<file path="src/rtl/core/prle_pkg.sv">
// Shared types and constants for the palette run-length pixel decoder.
// No dependencies; every other file in rtl/core imports this package.
package prle_pkg;

    localparam int CODE_W      = 8;
    localparam int RUN_W       = 5;
    localparam int IDX_W       = 3;
    localparam int CHAN_W      = 8;
    localparam int COLOR_W     = 3 * CHAN_W;
    localparam int NUM_PALETTE = 8;
    localparam int QDEPTH      = 2;
    localparam int QPTR_W      = $clog2(QDEPTH);
    localparam int QCNT_W      = $clog2(QDEPTH + 1);

    typedef struct packed {
        logic [COLOR_W-1:0] color;
        logic [RUN_W-1:0]   run_m1;
    } t_run_entry;

    typedef struct packed {
        logic full;
        logic empty;
    } t_queue_status;

    typedef enum logic {
        BK_IDLE,
        BK_RUN
    } t_back_state;

endpackage

</file>
<file path="src/rtl/core/prle_front.sv">
// Front end: holds the palette registers, accepts code bytes and resolves
// each into a run entry for the queue. Depends on prle_pkg.
module prle_front
    import prle_pkg::*;
(
    input  logic                 i_clk,
    input  logic                 i_rst_n,
    input  logic                 i_cfg_we,
    input  logic [IDX_W-1:0]     i_cfg_idx,
    input  logic [COLOR_W-1:0]   i_cfg_data,
    input  logic                 i_valid,
    output logic                 o_ready,
    input  logic [CODE_W-1:0]    i_code,
    input  t_queue_status        i_qstat,
    output logic                 o_push,
    output t_run_entry           o_entry
);

    logic [COLOR_W-1:0] r_palette [NUM_PALETTE];

    always_ff @(posedge i_clk) begin
        if (!i_rst_n) begin
            for (int i = 0; i < NUM_PALETTE; i++) begin
                r_palette[i] <= '0;
            end
        end else if (i_cfg_we) begin
            r_palette[i_cfg_idx] <= i_cfg_data;
        end
    end

    assign o_ready        = !i_qstat.full;
    assign o_push         = i_valid && !i_qstat.full;
    assign o_entry.color  = r_palette[i_code[IDX_W-1:0]];
    assign o_entry.run_m1 = i_code[CODE_W-1:IDX_W];

endmodule

</file>
<file path="src/rtl/core/prle_fifo.sv">
// Short queue of run entries between the front and back ends.
// Depends on prle_pkg.
module prle_fifo
    import prle_pkg::*;
(
    input  logic          i_clk,
    input  logic          i_rst_n,
    input  logic          i_push,
    input  t_run_entry    i_entry,
    input  logic          i_pop,
    output t_run_entry    o_entry,
    output t_queue_status o_stat
);

    t_run_entry        r_mem [QDEPTH];
    logic [QPTR_W-1:0] r_wptr;
    logic [QPTR_W-1:0] r_rptr;
    logic [QCNT_W-1:0] r_count;
    logic              push_ok;
    logic              pop_ok;

    assign o_stat.full  = (r_count == QCNT_W'(QDEPTH));
    assign o_stat.empty = (r_count == '0);
    assign push_ok      = i_push && !o_stat.full;
    assign pop_ok       = i_pop && !o_stat.empty;
    assign o_entry      = r_mem[r_rptr];

    always_ff @(posedge i_clk) begin
        if (push_ok) begin
            r_mem[r_wptr] <= i_entry;
        end
    end

    always_ff @(posedge i_clk) begin
        if (!i_rst_n) begin
            r_wptr  <= '0;
            r_rptr  <= '0;
            r_count <= '0;
        end else begin
            if (push_ok) begin
                r_wptr <= (r_wptr == QPTR_W'(QDEPTH - 1)) ? '0 : r_wptr + 1'b1;
            end
            if (pop_ok) begin
                r_rptr <= (r_rptr == QPTR_W'(QDEPTH - 1)) ? '0 : r_rptr + 1'b1;
            end
            case ({push_ok, pop_ok})
                2'b10:   r_count <= r_count + 1'b1;
                2'b01:   r_count <= r_count - 1'b1;
                default: r_count <= r_count;
            endcase
        end
    end

`ifndef NO_ASSERTIONS
    a_count_bound: assert property (@(posedge i_clk) disable iff (!i_rst_n)
        r_count <= QCNT_W'(QDEPTH))
        else $error("queue count exceeds depth");
    a_ptr_gap: assert property (@(posedge i_clk) disable iff (!i_rst_n)
        (r_count == '0 || r_count == QCNT_W'(QDEPTH)) |-> (r_wptr == r_rptr))
        else $error("queue pointers disagree with count");
    a_push_full: assert property (@(posedge i_clk) disable iff (!i_rst_n)
        (o_stat.full && !pop_ok) |=> $stable(r_wptr))
        else $error("queue written while full");
`endif

endmodule

</file>
<file path="src/rtl/core/prle_back.sv">
// Back end: takes run entries from the queue, tracks the pixel position,
// clips runs at the image end and drives the registered pixel output.
// Depends on prle_pkg.
module prle_back
    import prle_pkg::*;
#(
    parameter int IMAGE_PIXELS = 256
) (
    input  logic                 i_clk,
    input  logic                 i_rst_n,
    input  t_run_entry           i_entry,
    input  t_queue_status        i_qstat,
    output logic                 o_pop,
    output logic                 o_valid,
    input  logic                 i_ready,
    output logic [COLOR_W-1:0]   o_data,
    output logic                 o_run_last,
    output logic                 o_image_last,
    output logic                 o_run_clipped
);

    localparam int POS_W = $clog2(IMAGE_PIXELS);
    localparam int REM_W = POS_W + 1;
    localparam int CMP_W = (REM_W > RUN_W + 1) ? REM_W : RUN_W + 1;

    t_back_state        r_state, n_state;
    logic [POS_W-1:0]   r_pos, n_pos;
    logic [RUN_W-1:0]   r_left_m1, n_left_m1;
    logic [COLOR_W-1:0] r_color, n_color;
    logic               r_clip, n_clip;
    logic               r_ovalid, n_ovalid;
    logic [COLOR_W-1:0] r_odata, n_odata;
    logic               r_orun_last, n_orun_last;
    logic               r_oimg_last, n_oimg_last;
    logic               r_oclip, n_oclip;

    logic [CMP_W-1:0]   remaining;
    logic [CMP_W-1:0]   run_len;
    logic               clipped;
    logic               img_end;
    logic               emit;

    assign remaining = CMP_W'(IMAGE_PIXELS) - CMP_W'(r_pos);
    assign run_len   = CMP_W'(i_entry.run_m1) + 1'b1;
    assign clipped   = run_len > remaining;
    assign img_end   = (r_pos == POS_W'(IMAGE_PIXELS - 1));
    assign emit      = (r_state == BK_RUN) && (!r_ovalid || i_ready);

    always_ff @(posedge i_clk) begin
        if (!i_rst_n) begin
            r_state  <= BK_IDLE;
            r_pos    <= '0;
            r_ovalid <= 1'b0;
        end else begin
            r_state  <= n_state;
            r_pos    <= n_pos;
            r_ovalid <= n_ovalid;
        end
    end

    always_ff @(posedge i_clk) begin
        r_left_m1   <= n_left_m1;
        r_color     <= n_color;
        r_clip      <= n_clip;
        r_odata     <= n_odata;
        r_orun_last <= n_orun_last;
        r_oimg_last <= n_oimg_last;
        r_oclip     <= n_oclip;
    end

    always_comb begin
        n_state     = r_state;
        n_pos       = r_pos;
        n_left_m1   = r_left_m1;
        n_color     = r_color;
        n_clip      = r_clip;
        n_ovalid    = r_ovalid && !i_ready;
        n_odata     = r_odata;
        n_orun_last = r_orun_last;
        n_oimg_last = r_oimg_last;
        n_oclip     = r_oclip;
        o_pop       = 1'b0;
        unique case (r_state)
            BK_IDLE: begin
                if (!i_qstat.empty) begin
                    o_pop     = 1'b1;
                    n_color   = i_entry.color;
                    n_clip    = clipped;
                    n_left_m1 = clipped ? RUN_W'(remaining - 1'b1) : i_entry.run_m1;
                    n_state   = BK_RUN;
                end
            end
            BK_RUN: begin
                if (emit) begin
                    n_ovalid    = 1'b1;
                    n_odata     = {r_color[CHAN_W-1:0], r_color[COLOR_W-1 -: CHAN_W],
                                   r_color[2*CHAN_W-1 -: CHAN_W]};
                    n_orun_last = (r_left_m1 == '0);
                    n_oimg_last = img_end;
                    n_oclip     = r_clip;
                    n_pos       = img_end ? '0 : r_pos + 1'b1;
                    n_left_m1   = r_left_m1 - 1'b1;
                    if (r_left_m1 == '0) begin
                        n_state = BK_IDLE;
                    end
                end
            end
            default: n_state = BK_IDLE;
        endcase
    end

    assign o_valid       = r_ovalid;
    assign o_data        = r_odata;
    assign o_run_last    = r_orun_last;
    assign o_image_last  = r_oimg_last;
    assign o_run_clipped = r_oclip;

`ifndef NO_ASSERTIONS
    a_img_ends_run: assert property (@(posedge i_clk) disable iff (!i_rst_n)
        (r_ovalid && r_oimg_last) |-> r_orun_last)
        else $error("image end inside a run");
    a_clip_at_end: assert property (@(posedge i_clk) disable iff (!i_rst_n)
        (r_ovalid && r_oclip && r_orun_last) |-> r_oimg_last)
        else $error("clipped run does not end at image end");
    a_pos_range: assert property (@(posedge i_clk) disable iff (!i_rst_n)
        REM_W'(r_pos) < REM_W'(IMAGE_PIXELS))
        else $error("pixel position out of range");
    a_pos_wrap: assert property (@(posedge i_clk) disable iff (!i_rst_n)
        (emit && img_end) |=> (r_pos == '0))
        else $error("position did not wrap at image end");
`endif

endmodule

</file>
<file path="src/rtl/core/palette_rle_pixel_decoder.sv">
// Palette run-length pixel decoder, top level: ties the front end, the run
// queue and the back end together. Depends on prle_pkg, prle_front,
// prle_fifo and prle_back.
//
// Each code byte (bits 7:3 run length minus one, bits 2:0 palette index)
// expands into 1 to 32 pixels, one per output word, green in the lowest
// byte of m_axis_tdata. The back end loads a run in its idle state and then
// emits one pixel per cycle in its run state while the output is not
// stalled. A two-entry queue lets code bytes be taken while a run is still
// being emitted. Palette writes take effect at the byte that is accepted
// after the write; there is no clearing pass.
module palette_rle_pixel_decoder
    import prle_pkg::*;
#(
    parameter int IMAGE_PIXELS = 256
) (
    input  logic                 i_clk,
    input  logic                 i_rst_n,
    input  logic                 i_cfg_we,
    input  logic [IDX_W-1:0]     i_cfg_idx,
    input  logic [COLOR_W-1:0]   i_cfg_data,
    input  logic                 s_axis_tvalid,
    output logic                 s_axis_tready,
    input  logic [CODE_W-1:0]    s_axis_tdata,   // code_byte
    output logic                 m_axis_tvalid,
    input  logic                 m_axis_tready,
    output logic [COLOR_W-1:0]   m_axis_tdata,   // green_level, red_level, blue_level
    output logic                 m_axis_tlast,   // run_last
    output logic [1:0]           m_axis_tuser    // image_last, run_clipped
);

    t_queue_status qstat;
    t_run_entry    push_entry;
    t_run_entry    pop_entry;
    logic          push;
    logic          pop;
    logic          img_last;
    logic          clip;

    prle_front u_front (
        .i_clk      (i_clk),
        .i_rst_n    (i_rst_n),
        .i_cfg_we   (i_cfg_we),
        .i_cfg_idx  (i_cfg_idx),
        .i_cfg_data (i_cfg_data),
        .i_valid    (s_axis_tvalid),
        .o_ready    (s_axis_tready),
        .i_code     (s_axis_tdata),
        .i_qstat    (qstat),
        .o_push     (push),
        .o_entry    (push_entry)
    );

    prle_fifo u_fifo (
        .i_clk   (i_clk),
        .i_rst_n (i_rst_n),
        .i_push  (push),
        .i_entry (push_entry),
        .i_pop   (pop),
        .o_entry (pop_entry),
        .o_stat  (qstat)
    );

    prle_back #(
        .IMAGE_PIXELS (IMAGE_PIXELS)
    ) u_back (
        .i_clk         (i_clk),
        .i_rst_n       (i_rst_n),
        .i_entry       (pop_entry),
        .i_qstat       (qstat),
        .o_pop         (pop),
        .o_valid       (m_axis_tvalid),
        .i_ready       (m_axis_tready),
        .o_data        (m_axis_tdata),
        .o_run_last    (m_axis_tlast),
        .o_image_last  (img_last),
        .o_run_clipped (clip)
    );

    assign m_axis_tuser = {clip, img_last};

endmodule
</file>
<file path="config.mk">
export PLATFORM = sky130hd
export DESIGN_NAME = palette_rle_pixel_decoder
export DESIGN_NICKNAME = d
export VERILOG_FILES = /design/src/rtl/core/prle_pkg.sv /design/src/rtl/core/prle_front.sv /design/src/rtl/core/prle_fifo.sv /design/src/rtl/core/prle_back.sv /design/src/rtl/core/palette_rle_pixel_decoder.sv
export SDC_FILE = /design/constraint.sdc
export NUM_CORES = 1
export LEC_CHECK = 0
export BUFFER_PORTS_ARGS = -buffer_cell sky130_fd_sc_hd__clkbuf_2
export CORE_UTILIZATION = 55
export DETAILED_ROUTE_END_ITERATION = 8
export GPL_ROUTABILITY_DRIVEN = 0
export PLACE_DENSITY_LB_ADDON = 0.1
export SYNTH_ARGS = -nofsm -noshare
export SYNTH_HDL_FRONTEND = slang
export SYNTH_SLANG_ARGS = --single-unit
</file>
<file path="constraint.sdc">
create_clock -name i_clk -period 2.7 [get_ports i_clk]
set_input_delay 0.405 -clock i_clk [delete_from_list [all_inputs] [get_ports i_clk]]
set_output_delay 0.405 -clock i_clk [all_outputs]
set_load 0.005 [all_outputs]
</file>
# Yosys cells after proc, flatten, opt, wreduce, memory -nomap -nowiden
# Memories as Yosys holds them, arrays and structs flattened. A register that Yosys moved wholly into a read port is not among the register bits.
# Index checks and enable logic that the tools add are counted.
# W data, S select, Z words.
[op_classes] reduce_logical=17 eq_ne=6 n_lt_le_gt_ge=1 n_div=0 muxes=26 mul=0 bitwise_logic=2 n_addsub=9 shift=0
[ops] operator="$mux W24" n=1
[ops] operator="$reduce_or A24 Y1" n=1
[ops] operator="$mux W1" n=17
[ops] operator="$mux W5" n=3
[ops] operator="$pmux W5 S2" n=1
[ops] operator="$sub A5 B1 Y5 const B" n=2
[ops] operator="$gt A6 B9 Y1" n=1
[ops] operator="$sub A9 B8 Y9 const A" n=1
[ops] operator="$add A8 B1 Y8 const B" n=1
[ops] operator="$eq A8 B8 Y1 const B" n=1
[ops] operator="$mux W8" n=1
[ops] operator="$add A5 B1 Y6 const B" n=1
[ops] operator="$reduce_and A2 Y1" n=3
[ops] operator="$logic_and A1 B1 Y1" n=5
[ops] operator="$logic_not A5 Y1" n=1
[ops] operator="$eq A2 B2 Y1 const B" n=2
[ops] operator="$logic_not A1 Y1" n=4
[ops] operator="$ne A2 B2 Y1 const B" n=2
[ops] operator="$pmux W2 S2" n=1
[ops] operator="$mux W3" n=1
[ops] operator="$add A1 B1 Y1 const B" n=2
[ops] operator="$add A2 B1 Y2 const B" n=1
[ops] operator="$eq A2 B1 Y1 const B" n=1
[ops] operator="$logic_not A2 Y1" n=1
[ops] operator="5 further kinds" n=6
[word_totals] in_bits=40 memories=2 romBits=0 latch_bits=0 reg_bits=71 mem_bits_rw=250 out_inout_bits=29
[memory_table] name="u_front.r_palette" words=8 word_bits=24 read_ports=1 rd_clocked_by_memory_dff=0 write_ports=8 line_no="prle_front.sv:19" text="logic [COLOR_W-1:0] r_palette [NUM_PALETTE];"
[memory_table] name="u_fifo.r_mem" words=2 word_bits=29 read_ports=1 rd_clocked_by_memory_dff=1 write_ports=1 line_no="prle_fifo.sv:15" text="t_run_entry r_mem [QDEPTH];"

# Longest topological paths before layout
[logic_depth] word_depth=6 depth_mapped=12 ltp_nobuf=11

# Cells and area by module
# A second synthesis with hierarchy kept.
[unflattened] hier_cells=872 area_unflattened_um2=13728.2
[by_module_without_submodules] module="prle_front" n_inst=1 seq_area_each_um2=5765.5 area_per_inst_um2=8604.5 cells_per_inst=560
[by_module_without_submodules] module="prle_back" n_inst=1 seq_area_each_um2=1911.8 area_per_inst_um2=2788.9 cells_per_inst=194
[by_module_without_submodules] module="prle_fifo" n_inst=1 seq_area_each_um2=1841.8 area_per_inst_um2=2319.7 cells_per_inst=116
[by_module_without_submodules] module="palette_rle_pixel_decoder" n_inst=1 seq_area_each_um2=0.0 area_per_inst_um2=15.0 cells_per_inst=2

# Least setup slack after synthesis
# No wires, ideal clock.
[synth_path] path_kind="input-to-reg" from="input i_cfg_idx[2]" to="memory u_front.r_palette[1][0] (netlist name), enable pin" t_required_ns=2.262 setup_time_ns=0.438 path_buffers=0 cell_stages=2 path_slack_ns=-0.161 arrival_time_ns=2.422 path_cell_list="nand3b_1 o21ai_0"
[synth_rtl] element="start: declaration" line_no="palette_rle_pixel_decoder.sv:20" text="input logic [IDX_W-1:0] i_cfg_idx,"
[synth_rtl] element="end: declaration" line_no="prle_front.sv:19"

==> results_dict.tcl <==
set metrics [dict create \
    outcome "finished clean" \
    wire_per_inst_um 21.49 \
    cp_max_fo 6 \
    crit_type "flop to flop" \
    core_area_sq_um 24320 \
    irDropWorstVdd_mv 0.4448 \
    maxSlewHeadroom 0.5796 \
    pwr-share-clk 0.344 \
    ys_top_cells_by_count "edfxtp_1, and2_1, mux2_2, mux4_2, clkbuf_1" \
    tightest_slew_ps 629.9 \
    seqPwrFrac 0.487 \
    tns_ps 0 \
    syn_area_per_cell_sq_um 16.80 \
    synthFlopType "edfxtp_1" \
    clock-sinks 322 \
    synthArstFlopShare 0 \
    setup_viol 0 \
    clockBufferDepth 3 \
    swShare 0.2458 \
    synth_area_sq_um 13610 \
    drc 0 \
    hold_violations 0 \
    maxCapViolCount 0 \
    synthAdderAreaFrac 0.01103 \
    min_path_type "input port to flop" \
    initial_utilization 0.5597 \
    max_stage_delay_ps 360 \
    ys_ff_latch 322 \
    drtIter0Drc 581 \
    cts_root_buf "clkbuf_16" \
    cp-end-kind "flop" \
    fin_crit_ps 2597 \
    grt_antenna_before_repair 0 \
    reg2reg_slack_ps 100 \
    ys_types 46 \
    final.period_utilization 0.9617 \
    post-route-cell-area_sq_um 15770 \
    fin_skew_ps 12.98 \
    dp.cells 1201 \
    die_x_um 159.3 \
    first_global_vias 7588 \
    synthTopCellsByArea "edfxtp_1, and2_1, mux4_2, mux2_2, dfxtp_1" \
    combPwrFrac 0.168 \
    cpMaxStageDelayCell "dfxtp_4" \
    totalWireLength_um 27160 \
    dpl.hpwl_um 16420 \
    via_per_inst 5.633 \
    overflow 0 \
    p_per_area_nw_per_um2 863.5 \
    p_int_w 0.01027 \
    pin_count 69 \
    synth-compound-area-share 0.02004 \
    htreeDepth 2 \
    post-place-ws_ps -29.92 \
    clk_latency_ps 500 \
    slew_violations 0 \
    dr.pass1.iters 7 \
    synth_nets 862 \
    drive_above_1_share 0.2947 \
    synth_top_family_by_area "multiplexers" \
    grt_max_degree 49 \
    yosysWarnings 0 \
    die_h_um 159.3 \
    diodes 0 \
    synthCells 810 \
    final_nets 968 \
    finalPower_w 0.01362 \
    postRouteAntennaNets 0 \
    cp_data_arrival_time_ps 2860 \
    n_fill_cell 1718 \
    cts_tree "yes" \
    synth_xor_area_frac 0.01416 \
    floorplan.rows 57 \
    io_buffers 68 \
    placed_area_sq_um 14580 \
    final.setup.worst_slack_ps 103.5 \
    grt_first_pass_wirelength_um 42030 \
    critPathLaunchType "flop" \
    area_growth_pct 15.89 \
    synth_top_area_share 0.6773 \
    die-area_sq_um 25380 \
    ys_seq_area_frac 0.6994 \
    fmax_mhz 385.1 \
    power_switching_w 0.003348 \
    power.leakage_nw 5.613 \
    synthMuxAreaShare 0.1230 \
    layout.cells.non_filler 1264 \
    synth_top_area_cell "edfxtp_1" \
    synthSimpleGateAreaFrac 0.1166 \
    synth_edf_count 307 \
    path_cells "mux2_4 -> ha_4 -> xnor2_1 -> ha_1 -> nand2_1 -> o21ai_1 -> a221o_1 -> a31oi_1 -> a22o_1" \
    grt_util_all_layers 0.2215 \
    clkTransAtPathRegs_ps 60 \
    worst_ep_required_time_ps 2960 \
    cts_buffers 34 \
    hold_buffers 0 \
    synth.most_common_cell "edfxtp_1" \
    vias 7120 \
]
-- critical path, delay by kind of cell, from the launching register on --
family	cells	cell delay [ps]
muxes	1	340
and+or+nand+nor	1	90
xor gates and xnor gates	1	120
DFF	1	360
adders and majority gates	2	470
AOI/OAI and AO/OA	4	970
-- state kept, by name, summed over array words and instances (netlist names), 2 cells and up, named ones only --
name and cells:
u_fifo.r_mem 58, u_back.r_left_m1 5, u_fifo.r_count 2, u_back.r_pos 8
u_back.o_data 24, u_back.r_color 24, u_front.r_palette 192
-- final cells by class --
cell class / count / area (sq um) / area share
clock buffer: 44 / 952.2 / 0.06037
timing repair buffer: 111 / 725.7 / 0.04601
sequential: 322 / 9525 / 0.6039
inverter: 8 / 30.03 / 0.001904
tap: 324 / 405.4 / 0.02570
clock inverter: 16 / 181.4 / 0.01150
multi-input combinational: 439 / 3953 / 0.2506
-- layer usage --
layer,share of wire,GRT usage,vias to the layer above
met4,0.017,0.07255,0
li1,-,-,3234
met3,0.054,0.04011,46
met1,0.42,0.2908,3624
met2,0.51,0.3766,216
met5,0,0,-
-- stage by stage --
| step | util | hold WS (ps) |
|---|---|---|
| after detailed placement | 0.5993 | 406.3 |
| after CTS | 0.6460 | 108.8 |
| after floorplan | - | 400.3 |
| after global routing | 0.6486 | 115.4 |
| final | 0.6486 | 121.9 |
| after global placement | 0.5993 | 402.7 |
-- power by group through the flow --
stage / clock network [W] / registers (W) / logic [W]
2_1_floorplan: 0 / 0.00667 / 0.00143
3_3_place_gp: 0 / 0.00669 / 0.00210
3_5_place_dp: 0 / 0.00674 / 0.00218
4_1_cts: 0.00477 / 0.00664 / 0.00220
5_1_grt: 0.00495 / 0.00670 / 0.00249
6_report: 0.00469 / 0.00664 / 0.00229
-- cell usage in the layout (no fill, tap or decap), types with 6 or more instances in the layout --
cell type / Yosys / routed
clkbuf_16: 0 / 37
and2_1: 197 / 197
dfxtp_1: 15 / 12
o21ai_2: 1 / 7
mux2_2: 50 / 48
ha_1: 12 / 11
nand2_1: 17 / 17
clkbuf_1: 24 / 7
xor2_1: 10 / 10
buf_4: 3 / 38
edfxtp_1: 307 / 307
mux4_2: 48 / 48
nor2_1: 18 / 17
xnor2_1: 12 / 12
nand2b_1: 7 / 7
inv_1: 8 / 8
clkinv_1: 0 / 6
clkbuf_2: 0 / 67
-- cells by family after synthesis --
| family | after synthesis |
|---|---|
| flops | 322 |
| compound gates | 40 |
| simple gates | 264 |
| fa+ha+maj | 12 |
| xor+xnor | 22 |
| buf+inv | 49 |
| mux | 101 |
-- repair_timing --
item                       in CTS  in global routing
buffers inserted                0                  3
gates resized for setup         3                 10
pin swaps                       3                  7
setup endpoints to repair       3                  5
-- worst paths after layout --
kind / start / to / depth (start not counted)
min reg2reg: u_back.r_color[2] / u_back.o_data[18] / 0
max: flop / u_back.r_left_m1[2] / 9
min: s_axis_tdata[3] / u_fifo.r_mem[1][0] / 1
max reg2reg: flop / u_back.r_left_m1[2] / 9
Power figures use the tool's default switching activity.
